$ cat src/rtl/core/epoch_seconds_to_calendar_macros.svh
// -----------------------------------------------------------------------------
// Epoch seconds to calendar: assertion macros
// Shared concurrent check forms, clocked on clk and disabled in reset.
// -----------------------------------------------------------------------------
`ifndef EPOCH_SECONDS_TO_CALENDAR_MACROS_SVH
`define EPOCH_SECONDS_TO_CALENDAR_MACROS_SVH

// antecedent a implies consequent c in the same cycle
`define ES2C_ASSERT_IMPLY(label, a, c, msg) \
    label: assert property (@(posedge clk) disable iff (!rst_n) (a) |-> (c)) \
        else $error(msg);

// condition bad never holds
`define ES2C_ASSERT_NEVER(label, bad, msg) \
    label: assert property (@(posedge clk) disable iff (!rst_n) !(bad)) \
        else $error(msg);

`endif

$ cat src/rtl/core/es2c_pkg.sv
// -----------------------------------------------------------------------------
// es2c_pkg
// Widths, calendar constants, reciprocal multipliers and the month table.
// -----------------------------------------------------------------------------
`timescale 1ns / 1ps
`default_nettype none

package es2c_pkg;

    // field and intermediate widths
    localparam int unsigned SECS_W  = 31;
    localparam int unsigned MINS_W  = 26;
    localparam int unsigned HOURS_W = 20;
    localparam int unsigned DAYS_W  = 15;
    localparam int unsigned Q4_W    = 5;
    localparam int unsigned YOE_W   = 7;
    localparam int unsigned DOY_W   = 9;
    localparam int unsigned MP_W    = 4;
    localparam int unsigned SEC_W   = 6;
    localparam int unsigned MIN_W   = 6;
    localparam int unsigned HOUR_W  = 5;
    localparam int unsigned DOM_W   = 5;
    localparam int unsigned MON_W   = 4;
    localparam int unsigned YEAR_W  = 12;

    localparam int unsigned SECS_PER_MIN  = 60;
    localparam int unsigned MINS_PER_HOUR = 60;
    localparam int unsigned HOURS_PER_DAY = 24;

    // day number of 2020-01-01 counted from 0000-03-01
    localparam int unsigned EPOCH_DAY_OFFSET = 737730;
    localparam int unsigned DAYS_PER_ERA     = 146097;
    localparam int unsigned DAYS_PER_4Y      = 1460;
    localparam int unsigned DAYS_PER_YEAR    = 365;
    localparam int unsigned MONTH_SPAN_NUM   = 153;
    localparam int unsigned MP_SCALE         = 5;
    localparam int unsigned MP_BIAS          = 2;

    // 31-bit counts reach only 2088, so every day falls in one era
    localparam int unsigned ERA_BASE   = EPOCH_DAY_OFFSET / DAYS_PER_ERA;
    localparam int unsigned DOE_OFFSET = EPOCH_DAY_OFFSET - ERA_BASE * DAYS_PER_ERA;
    localparam int unsigned YEAR_BASE  = ERA_BASE * 400;

    // March-based month index of January, and civil month of index zero
    localparam int unsigned MP_JAN      = 10;
    localparam int unsigned MON_OF_MP0  = 3;

    // rounded-up reciprocals; shifts chosen so the quotient is exact over the range
    localparam int unsigned SEC_SHIFT   = 37;
    localparam int unsigned SEC_RECIP_W = 32;
    localparam logic [SEC_RECIP_W-1:0] SEC_RECIP =
        SEC_RECIP_W'(((64'd1 << SEC_SHIFT) + 64'(SECS_PER_MIN) - 64'd1) / 64'(SECS_PER_MIN));

    localparam int unsigned MIN_SHIFT   = 32;
    localparam int unsigned MIN_RECIP_W = 27;
    localparam logic [MIN_RECIP_W-1:0] MIN_RECIP =
        MIN_RECIP_W'(((64'd1 << MIN_SHIFT) + 64'(MINS_PER_HOUR) - 64'd1)
                     / 64'(MINS_PER_HOUR));

    localparam int unsigned HOUR_SHIFT   = 24;
    localparam int unsigned HOUR_RECIP_W = 20;
    localparam logic [HOUR_RECIP_W-1:0] HOUR_RECIP =
        HOUR_RECIP_W'(((64'd1 << HOUR_SHIFT) + 64'(HOURS_PER_DAY) - 64'd1)
                      / 64'(HOURS_PER_DAY));

    localparam int unsigned Q4_SHIFT   = 25;
    localparam int unsigned Q4_RECIP_W = 15;
    localparam logic [Q4_RECIP_W-1:0] Q4_RECIP =
        Q4_RECIP_W'(((64'd1 << Q4_SHIFT) + 64'(DAYS_PER_4Y) - 64'd1) / 64'(DAYS_PER_4Y));

    localparam int unsigned YEAR_SHIFT   = 24;
    localparam int unsigned YEAR_RECIP_W = 16;
    localparam logic [YEAR_RECIP_W-1:0] YEAR_RECIP =
        YEAR_RECIP_W'(((64'd1 << YEAR_SHIFT) + 64'(DAYS_PER_YEAR) - 64'd1)
                      / 64'(DAYS_PER_YEAR));

    localparam int unsigned MP_SHIFT   = 20;
    localparam int unsigned MP_RECIP_W = 13;
    localparam int unsigned MP_NUM_W   = 11;
    localparam logic [MP_RECIP_W-1:0] MP_RECIP =
        MP_RECIP_W'(((64'd1 << MP_SHIFT) + 64'(MONTH_SPAN_NUM) - 64'd1)
                    / 64'(MONTH_SPAN_NUM));

    typedef struct packed {
        logic [SEC_W-1:0]  second;
        logic [MIN_W-1:0]  minute;
        logic [HOUR_W-1:0] hour;
    } es2c_clock_t;

    // first day of year (March-based) of each month index
    function automatic logic [DOY_W-1:0] month_start(input logic [MP_W-1:0] mp);
        logic [DOY_W-1:0] start;
        case (mp)
            4'd0:    start = 9'd0;
            4'd1:    start = 9'd31;
            4'd2:    start = 9'd61;
            4'd3:    start = 9'd92;
            4'd4:    start = 9'd122;
            4'd5:    start = 9'd153;
            4'd6:    start = 9'd184;
            4'd7:    start = 9'd214;
            4'd8:    start = 9'd245;
            4'd9:    start = 9'd275;
            4'd10:   start = 9'd306;
            4'd11:   start = 9'd337;
            default: start = 9'd0;
        endcase
        return start;
    endfunction

endpackage

`default_nettype wire

$ cat src/rtl/core/es2c_tod.sv
// -----------------------------------------------------------------------------
// es2c_tod
// Four-stage split of the seconds count into second, minute, hour and a
// day-of-era number.
// -----------------------------------------------------------------------------
`timescale 1ns / 1ps
`default_nettype none

module es2c_tod (
    input  wire logic                             clk,
    input  wire logic                             rst_n,
    input  wire logic                             in_valid,
    output logic                                  in_stall,
    input  wire logic [es2c_pkg::SECS_W-1:0]      seconds_since_epoch,
    output logic                                  dn_valid,
    input  wire logic                             dn_stall,
    output es2c_pkg::es2c_clock_t                 dn_clock,
    output logic [es2c_pkg::DAYS_W-1:0]           dn_doe
);

    localparam int unsigned P1_W = es2c_pkg::SECS_W + es2c_pkg::SEC_RECIP_W;
    localparam int unsigned P2_W = es2c_pkg::MINS_W + es2c_pkg::MIN_RECIP_W;
    localparam int unsigned P3_W = es2c_pkg::HOURS_W + es2c_pkg::HOUR_RECIP_W;

    logic [3:0] valid_reg;
    logic [3:0] advance;

    logic [es2c_pkg::SECS_W-1:0]  secs1_reg;
    logic [es2c_pkg::MINS_W-1:0]  mins1_reg, mins1_next;
    logic [es2c_pkg::MINS_W-1:0]  mins2_reg;
    logic [es2c_pkg::HOURS_W-1:0] hours2_reg, hours2_next;
    logic [es2c_pkg::SEC_W-1:0]   sec2_reg, sec2_next;
    logic [es2c_pkg::HOURS_W-1:0] hours3_reg;
    logic [es2c_pkg::DAYS_W-1:0]  days3_reg, days3_next;
    logic [es2c_pkg::SEC_W-1:0]   sec3_reg;
    logic [es2c_pkg::MIN_W-1:0]   min3_reg, min3_next;
    es2c_pkg::es2c_clock_t        clock4_reg, clock4_next;
    logic [es2c_pkg::DAYS_W-1:0]  doe4_reg, doe4_next;

    logic [P1_W-1:0]              prod1;
    logic [P2_W-1:0]              prod2;
    logic [P3_W-1:0]              prod3;
    logic [es2c_pkg::SECS_W-1:0]  rem2;
    logic [es2c_pkg::MINS_W-1:0]  rem3;
    logic [es2c_pkg::HOURS_W-1:0] rem4;

    // a stage moves when it is empty or the one after it moves
    always_comb
    begin
        advance[3] = !valid_reg[3] || !dn_stall;
        advance[2] = !valid_reg[2] || advance[3];
        advance[1] = !valid_reg[1] || advance[2];
        advance[0] = !valid_reg[0] || advance[1];
    end

    always_comb
    begin
        prod1      = P1_W'(seconds_since_epoch) * P1_W'(es2c_pkg::SEC_RECIP);
        mins1_next = prod1[es2c_pkg::SEC_SHIFT +: es2c_pkg::MINS_W];

        prod2       = P2_W'(mins1_reg) * P2_W'(es2c_pkg::MIN_RECIP);
        hours2_next = prod2[es2c_pkg::MIN_SHIFT +: es2c_pkg::HOURS_W];
        rem2        = secs1_reg - (es2c_pkg::SECS_W'(mins1_reg)
                                   * es2c_pkg::SECS_W'(es2c_pkg::SECS_PER_MIN));
        sec2_next   = rem2[es2c_pkg::SEC_W-1:0];

        prod3      = P3_W'(hours2_reg) * P3_W'(es2c_pkg::HOUR_RECIP);
        days3_next = prod3[es2c_pkg::HOUR_SHIFT +: es2c_pkg::DAYS_W];
        rem3       = mins2_reg - (es2c_pkg::MINS_W'(hours2_reg)
                                  * es2c_pkg::MINS_W'(es2c_pkg::MINS_PER_HOUR));
        min3_next  = rem3[es2c_pkg::MIN_W-1:0];

        rem4               = hours3_reg - (es2c_pkg::HOURS_W'(days3_reg)
                                           * es2c_pkg::HOURS_W'(es2c_pkg::HOURS_PER_DAY));
        clock4_next.second = sec3_reg;
        clock4_next.minute = min3_reg;
        clock4_next.hour   = rem4[es2c_pkg::HOUR_W-1:0];
        doe4_next          = days3_reg + es2c_pkg::DAYS_W'(es2c_pkg::DOE_OFFSET);
    end

    always_ff @(posedge clk or negedge rst_n)
    begin
        if (!rst_n)
        begin
            valid_reg <= '0;
        end
        else
        begin
            if (advance[0])
                valid_reg[0] <= in_valid;
            if (advance[1])
                valid_reg[1] <= valid_reg[0];
            if (advance[2])
                valid_reg[2] <= valid_reg[1];
            if (advance[3])
                valid_reg[3] <= valid_reg[2];
        end
    end

    always_ff @(posedge clk)
    begin
        if (advance[0])
        begin
            secs1_reg <= seconds_since_epoch;
            mins1_reg <= mins1_next;
        end
        if (advance[1])
        begin
            mins2_reg  <= mins1_reg;
            hours2_reg <= hours2_next;
            sec2_reg   <= sec2_next;
        end
        if (advance[2])
        begin
            hours3_reg <= hours2_reg;
            days3_reg  <= days3_next;
            sec3_reg   <= sec2_reg;
            min3_reg   <= min3_next;
        end
        if (advance[3])
        begin
            clock4_reg <= clock4_next;
            doe4_reg   <= doe4_next;
        end
    end

    assign in_stall = !advance[0];
    assign dn_valid = valid_reg[3];
    assign dn_clock = clock4_reg;
    assign dn_doe   = doe4_reg;

endmodule

`default_nettype wire

$ cat src/rtl/core/es2c_date.sv
// -----------------------------------------------------------------------------
// es2c_date
// Four-stage day-of-era to year-of-era, day-of-year and March-based month.
// -----------------------------------------------------------------------------
`timescale 1ns / 1ps
`default_nettype none

module es2c_date (
    input  wire logic                            clk,
    input  wire logic                            rst_n,
    input  wire logic                            up_valid,
    output logic                                 up_stall,
    input  wire es2c_pkg::es2c_clock_t           up_clock,
    input  wire logic [es2c_pkg::DAYS_W-1:0]     up_doe,
    output logic                                 dn_valid,
    input  wire logic                            dn_stall,
    output es2c_pkg::es2c_clock_t                dn_clock,
    output logic [es2c_pkg::YOE_W-1:0]           dn_yoe,
    output logic [es2c_pkg::DOY_W-1:0]           dn_doy,
    output logic [es2c_pkg::MP_W-1:0]            dn_mp
);

    localparam int unsigned PQ_W = es2c_pkg::DAYS_W + es2c_pkg::Q4_RECIP_W;
    localparam int unsigned PY_W = es2c_pkg::DAYS_W + es2c_pkg::YEAR_RECIP_W;
    localparam int unsigned PM_W = es2c_pkg::MP_NUM_W + es2c_pkg::MP_RECIP_W;

    logic [3:0] valid_reg;
    logic [3:0] advance;

    es2c_pkg::es2c_clock_t         clock1_reg, clock2_reg, clock3_reg, clock4_reg;
    logic [es2c_pkg::DAYS_W-1:0]   doe1_reg, doe2_reg;
    logic [es2c_pkg::Q4_W-1:0]     q4_1_reg, q4_1_next;
    logic [es2c_pkg::YOE_W-1:0]    yoe2_reg, yoe2_next, yoe3_reg, yoe4_reg;
    logic [es2c_pkg::DOY_W-1:0]    doy3_reg, doy3_next, doy4_reg;
    logic [es2c_pkg::MP_W-1:0]     mp4_reg, mp4_next;

    logic [PQ_W-1:0]               prod_q4;
    logic [es2c_pkg::DAYS_W-1:0]   yoe_num;
    logic [PY_W-1:0]               prod_yoe;
    logic [es2c_pkg::DAYS_W-1:0]   year_span;
    logic [es2c_pkg::DAYS_W-1:0]   doy_full;
    logic [es2c_pkg::MP_NUM_W-1:0] mp_num;
    logic [PM_W-1:0]               prod_mp;

    always_comb
    begin
        advance[3] = !valid_reg[3] || !dn_stall;
        advance[2] = !valid_reg[2] || advance[3];
        advance[1] = !valid_reg[1] || advance[2];
        advance[0] = !valid_reg[0] || advance[1];
    end

    // the century terms of the year formula are zero below 36524 days of era
    always_comb
    begin
        prod_q4   = PQ_W'(up_doe) * PQ_W'(es2c_pkg::Q4_RECIP);
        q4_1_next = prod_q4[es2c_pkg::Q4_SHIFT +: es2c_pkg::Q4_W];

        yoe_num   = doe1_reg - es2c_pkg::DAYS_W'(q4_1_reg);
        prod_yoe  = PY_W'(yoe_num) * PY_W'(es2c_pkg::YEAR_RECIP);
        yoe2_next = prod_yoe[es2c_pkg::YEAR_SHIFT +: es2c_pkg::YOE_W];

        year_span = es2c_pkg::DAYS_W'(yoe2_reg) * es2c_pkg::DAYS_W'(es2c_pkg::DAYS_PER_YEAR)
                    + es2c_pkg::DAYS_W'(yoe2_reg >> 2);
        doy_full  = doe2_reg - year_span;
        doy3_next = doy_full[es2c_pkg::DOY_W-1:0];

        mp_num   = es2c_pkg::MP_NUM_W'(doy3_reg) * es2c_pkg::MP_NUM_W'(es2c_pkg::MP_SCALE)
                   + es2c_pkg::MP_NUM_W'(es2c_pkg::MP_BIAS);
        prod_mp  = PM_W'(mp_num) * PM_W'(es2c_pkg::MP_RECIP);
        mp4_next = prod_mp[es2c_pkg::MP_SHIFT +: es2c_pkg::MP_W];
    end

    always_ff @(posedge clk or negedge rst_n)
    begin
        if (!rst_n)
        begin
            valid_reg <= '0;
        end
        else
        begin
            if (advance[0])
                valid_reg[0] <= up_valid;
            if (advance[1])
                valid_reg[1] <= valid_reg[0];
            if (advance[2])
                valid_reg[2] <= valid_reg[1];
            if (advance[3])
                valid_reg[3] <= valid_reg[2];
        end
    end

    always_ff @(posedge clk)
    begin
        if (advance[0])
        begin
            clock1_reg <= up_clock;
            doe1_reg   <= up_doe;
            q4_1_reg   <= q4_1_next;
        end
        if (advance[1])
        begin
            clock2_reg <= clock1_reg;
            doe2_reg   <= doe1_reg;
            yoe2_reg   <= yoe2_next;
        end
        if (advance[2])
        begin
            clock3_reg <= clock2_reg;
            yoe3_reg   <= yoe2_reg;
            doy3_reg   <= doy3_next;
        end
        if (advance[3])
        begin
            clock4_reg <= clock3_reg;
            yoe4_reg   <= yoe3_reg;
            doy4_reg   <= doy3_reg;
            mp4_reg    <= mp4_next;
        end
    end

    assign up_stall = !advance[0];
    assign dn_valid = valid_reg[3];
    assign dn_clock = clock4_reg;
    assign dn_yoe   = yoe4_reg;
    assign dn_doy   = doy4_reg;
    assign dn_mp    = mp4_reg;

endmodule

`default_nettype wire

$ cat src/rtl/core/epoch_seconds_to_calendar.sv
// -----------------------------------------------------------------------------
// epoch_seconds_to_calendar
// Seconds since 2020-01-01 00:00:00 to second, minute, hour, day, month, year.
// -----------------------------------------------------------------------------
// Channel  Handshake            Payload
// in       in_valid, in_stall   seconds_since_epoch[30:0]
// out      out_valid, out_stall second, minute, hour, day, month, year
//
// One beat per cycle while out_stall is low; four time-of-day stages, four date
// stages and the output register.
// Reset clears the valid bits only; the data registers are not reset.
// out_stall holds only the stages that are full: bubbles close up, and
// in_stall rises only when all nine stages hold a beat.
// -----------------------------------------------------------------------------
`timescale 1ns / 1ps
`default_nettype none
`include "epoch_seconds_to_calendar_macros.svh"

module epoch_seconds_to_calendar (
    input  wire logic                          clk,
    input  wire logic                          rst_n,
    input  wire logic                          in_valid,
    output logic                               in_stall,
    input  wire logic [es2c_pkg::SECS_W-1:0]   seconds_since_epoch,
    output logic                               out_valid,
    input  wire logic                          out_stall,
    output logic [es2c_pkg::SEC_W-1:0]         second,
    output logic [es2c_pkg::MIN_W-1:0]         minute,
    output logic [es2c_pkg::HOUR_W-1:0]        hour,
    output logic [es2c_pkg::DOM_W-1:0]         day,
    output logic [es2c_pkg::MON_W-1:0]         month,
    output logic [es2c_pkg::YEAR_W-1:0]        year
);

    logic                           tod_valid;
    logic                           tod_stall;
    es2c_pkg::es2c_clock_t          tod_clock;
    logic [es2c_pkg::DAYS_W-1:0]    tod_doe;

    logic                           date_valid;
    logic                           date_stall;
    es2c_pkg::es2c_clock_t          date_clock;
    logic [es2c_pkg::YOE_W-1:0]     date_yoe;
    logic [es2c_pkg::DOY_W-1:0]     date_doy;
    logic [es2c_pkg::MP_W-1:0]      date_mp;

    logic                           out_valid_reg;
    logic                           out_advance;
    es2c_pkg::es2c_clock_t          clock_reg;
    logic [es2c_pkg::DOM_W-1:0]     dom_reg, dom_next;
    logic [es2c_pkg::MON_W-1:0]     mon_reg, mon_next;
    logic [es2c_pkg::YEAR_W-1:0]    year_reg, year_next;

    logic [es2c_pkg::DOY_W-1:0]     dom_full;
    logic                           jan_feb;

    es2c_tod u_tod (
        .clk                 (clk),
        .rst_n               (rst_n),
        .in_valid            (in_valid),
        .in_stall            (in_stall),
        .seconds_since_epoch (seconds_since_epoch),
        .dn_valid            (tod_valid),
        .dn_stall            (tod_stall),
        .dn_clock            (tod_clock),
        .dn_doe              (tod_doe)
    );

    es2c_date u_date (
        .clk      (clk),
        .rst_n    (rst_n),
        .up_valid (tod_valid),
        .up_stall (tod_stall),
        .up_clock (tod_clock),
        .up_doe   (tod_doe),
        .dn_valid (date_valid),
        .dn_stall (date_stall),
        .dn_clock (date_clock),
        .dn_yoe   (date_yoe),
        .dn_doy   (date_doy),
        .dn_mp    (date_mp)
    );

    // January and February close the March-based year, so they count to the next one
    always_comb
    begin
        out_advance = !out_valid_reg || !out_stall;
        jan_feb     = (date_mp >= es2c_pkg::MP_W'(es2c_pkg::MP_JAN));
        dom_full    = date_doy - es2c_pkg::month_start(date_mp) + es2c_pkg::DOY_W'(1);
        dom_next    = dom_full[es2c_pkg::DOM_W-1:0];
        if (jan_feb)
            mon_next = es2c_pkg::MON_W'(date_mp - es2c_pkg::MP_W'(es2c_pkg::MP_JAN) + 4'd1);
        else
            mon_next = es2c_pkg::MON_W'(date_mp + es2c_pkg::MP_W'(es2c_pkg::MON_OF_MP0));
        year_next   = es2c_pkg::YEAR_W'(es2c_pkg::YEAR_BASE) + es2c_pkg::YEAR_W'(date_yoe)
                      + es2c_pkg::YEAR_W'(jan_feb);
    end

    always_ff @(posedge clk or negedge rst_n)
    begin
        if (!rst_n)
        begin
            out_valid_reg <= 1'b0;
        end
        else if (out_advance)
        begin
            out_valid_reg <= date_valid;
        end
    end

    always_ff @(posedge clk)
    begin
        if (out_advance)
        begin
            clock_reg <= date_clock;
            dom_reg   <= dom_next;
            mon_reg   <= mon_next;
            year_reg  <= year_next;
        end
    end

    assign date_stall = !out_advance;
    assign out_valid  = out_valid_reg;
    assign second     = clock_reg.second;
    assign minute     = clock_reg.minute;
    assign hour       = clock_reg.hour;
    assign day        = dom_reg;
    assign month      = mon_reg;
    assign year       = year_reg;

    `ES2C_ASSERT_IMPLY(a_stall_only_full, in_stall, out_valid && out_stall, "stall with room")
    `ES2C_ASSERT_IMPLY(a_month_range, out_valid, month >= 4'd1 && month <= 4'd12, "bad month")
    `ES2C_ASSERT_IMPLY(a_day_range, out_valid, day != 5'd0, "bad day of month")
    `ES2C_ASSERT_IMPLY(a_hour_range, out_valid, hour <= 5'd23, "bad hour")
    `ES2C_ASSERT_IMPLY(a_min_sec_range, out_valid, minute <= 6'd59 && second <= 6'd59, "bad time")
    `ES2C_ASSERT_NEVER(a_feb_length, out_valid && month == 4'd2 && day > 5'd29, "February past 29")

endmodule

`default_nettype wire
$ cat config.mk
export PLATFORM = sky130hd
export DESIGN_NAME = epoch_seconds_to_calendar
export DESIGN_NICKNAME = d
export VERILOG_FILES = /design/src/rtl/core/es2c_pkg.sv /design/src/rtl/core/es2c_tod.sv /design/src/rtl/core/es2c_date.sv /design/src/rtl/core/epoch_seconds_to_calendar.sv
export VERILOG_INCLUDE_DIRS = /design/src /design/src/rtl/core
export SDC_FILE = /design/constraint.sdc
export NUM_CORES = 2
export LEC_CHECK = 0
export ABC_AREA = 1
export BUFFER_PORTS_ARGS = -buffer_cell sky130_fd_sc_hd__buf_4
export CORE_MARGIN = 2
export CORE_UTILIZATION = 25
export CTS_BUF_LIST = sky130_fd_sc_hd__clkbuf_2 sky130_fd_sc_hd__clkbuf_4 sky130_fd_sc_hd__clkbuf_8
export DETAILED_ROUTE_END_ITERATION = 8
export PLACE_DENSITY = 0.48
export SLEW_MARGIN = 5
export SYNTH_ARGS = -nofsm -noshare
export SYNTH_HDL_FRONTEND = slang
export SYNTH_HIERARCHICAL = 1
export SYNTH_SLANG_ARGS = --single-unit
$ cat constraint.sdc
create_clock -name clk -period 17.9 [get_ports clk]
set_clock_uncertainty 0.1 [all_clocks]
set_input_delay 1.79 -clock clk [delete_from_list [all_inputs] [get_ports clk]]
set_output_delay 1.79 -clock clk [all_outputs]
set_load 0.05 [all_outputs]
==> summary.md <==
| Metric | Value |
|---|---|
| CP Data Arrival Time | `5.82 ns` |
| TritonRoute pass-1 iters | `6` |
| Max reg flops | `26` |
| CP Cell Sequence | `buf_4, nand2_2, buf_4, inv_1, nand2_2, nor2_1, inv_2, nor2_1, inv_1, nor2_1, nand2_1, buf_4, nor2_1, inv_1, nor2_1, inv_1, buf_4, nor2_1, buf_4` |
| WHS | `0.262 ns` |
| Final core utilization | `27.9%` |
| Syn Inst Count | `5634` |
| Post-DP HPWL | `117000 um` |
| Largest net degree at the start of global routing | `40` |
| Status | `finished, final reports clean` |
| Tcrit/Tclk final | `43.1%` |
| Fmax | `130 MHz` |
| Vias in the first global route | `37.9k` |
| MaxCap Viol Count | `0` |
| DRC Markers | `0` |
| RePlAce Congestion | `0.925` |
| Clk_lat worst skew | `0.71 ns` |
| Number of post-CTS setup repair buffers | `0` |
| Min cycle time layout | `7.71 ns` |
| Final setup fails | `0` |
| Share of post-route cells with drive strength above 1 | `4.96%` |
| CTS Buf Count | `60` |
| DRT iter0 DRCs | `1566` |
| Via-per-instance ratio | `4.23` |
| H-tree levels | `2` |
| NumNets Final | `7380` |
| All-layer global routing usage | `13.3%` |
| CP Capture Type | `primary output` |
| Clock buffer depth | `3` |
| Setup TNS | `0 ns` |
| Setup crit start kind | `input port` |
| Buf/Inv on CP | `10` |
| WL per Instance | `15.6 um` |
| Syn_area_per_cell | `8.73 um^2` |
| Most frequent cells in the layout | `1406 x inv_1, 1058 x nand2_1, 1030 x ha_1` |
| Die height | `448 um` |
| Clock root cell | `clkbuf_8` |
| Core area | `195000 um^2` |
| Site Rows | `162` |
| Clock-pin slew on the worst setup and hold paths | `0.06 ns` |
| Unrepaired setup endpoints after global routing | `no` |
| Initial core utilization | `25.2%` |
| Initial antenna violation count | `4` |
| Final WL | `132000 um` |
| GRT overflow | `0` |
| Layout area overhead | `10.7%` |
| PortBufs | `74` |
| Count of pins over their slew limit | `0` |
| Crit path depth | `19` |
| DIE WIDTH | `448 um` |
| Yosys Warn Count | `6` |
| Max_slew headroom | `29.5%` |
| I/O pin count | `75` |
| TritonCTS clock tree | `built` |
| Final ANT Viol Nets | `0` |
| Most used cell, CP | `nor2_1` |
| CTS Hold Bufs | `0` |
| Max incr delay on CP | `0.66 ns` |
| Hold Violations, Final | `0` |
| Critical path class | `input port to primary output` |
| Number of cells on the worst hold path | `0` |
| First-pass GRT wire length | `208000 um` |
| Worst-Margin Slew | `1.05 ns` |
| Slowest-stage cell, CP | `nand2_2` |
| Die area | `200000 um^2` |
| Dominant delay contributor by cell family on the critical path | `buffers and inverters` |
| Net Count, Synth | `7237` |
| Worst hold path type | `flip-flop to flip-flop` |
| Required time of the critical path | `16.01 ns` |
| Mapped cell area | `49200 um^2` |
| Most common cell after layout, fill and taps aside | `inv_1` |
| Post_cts resized | `0` |
| CTS Sinks | `311` |
| Max FO, Critical Path | `39` |
| Via count | `35.8k` |
| R2r worst-path depth | `26` |
-- stage by stage --
stage / std cells / worst slack, ns / cell area, um^2
floorplan: 5634 / 7.92 / 49200
detailed placement: 8339 / 9.95 / 53100
CTS: 8452 / 9.94 / 54400
finish: 8455 / 10.19 / 54400
global placement: 8339 / 9.81 / 53100
global route: 8454 / 9.62 / 54400
-- worst paths after layout --
check	startpoint	to	slack [ns]
setup / recovery	out_stall	in_stall	10.19
hold / removal	u_date/clock2_reg[6]	u_date/clock3_reg[6]	0.26
setup reg to reg	u_date/doe1_reg[0]	u_date/yoe2_reg[4]	11.02
hold reg to reg	u_date/clock2_reg[6]	u_date/clock3_reg[6]	0.26
max in group asynchronous	rst_n	u_date/valid_reg[3]	16.67
min in group asynchronous	rst_n	u_tod/valid_reg[0]	0.82
-- worst reg2reg max path: cells and delay by family (launching register included) --
family | cells | cell delay, ns
AOI/OAI and AO/OA | 3 | 0.52
xor gates and xnor gates | 1 | 0.73
adders and majority gates | 9 | 3.76
buffers and inverters | 5 | 0.31
DFF | 1 | 0.40
and+or+nand+nor | 8 | 0.78
-- final cells by class --
| class | count | area (um^2) |
|---|---|---|
| Antenna cell | 3 | 7.51 |
| Clock buffer | 85 | 1050 |
| Clock inverter | 28 | 292 |
| Fill cell | 21000 | 141000 |
| Inverter | 1416 | 5320 |
| Multi-Input combinational cell | 3907 | 34600 |
| Sequential cell | 311 | 9290 |
| Tap cell | 2624 | 3280 |
| Timing Repair Buffer | 81 | 608 |
-- routing by layer --
layer / part of all wire [%] / vias to the layer above / GRT usage, %
li1: - / 18100 / -
met1: 47 / 17000 / 17.4
met2: 49 / 490 / 23.7
met3: 2.6 / 123 / 1.18
met4: 2.1 / 0 / 2.75
met5: 0 / - / 0
Power is not shown: default switching activity piles up to over one toggle a cycle in this logic, so the estimate is an artifact.
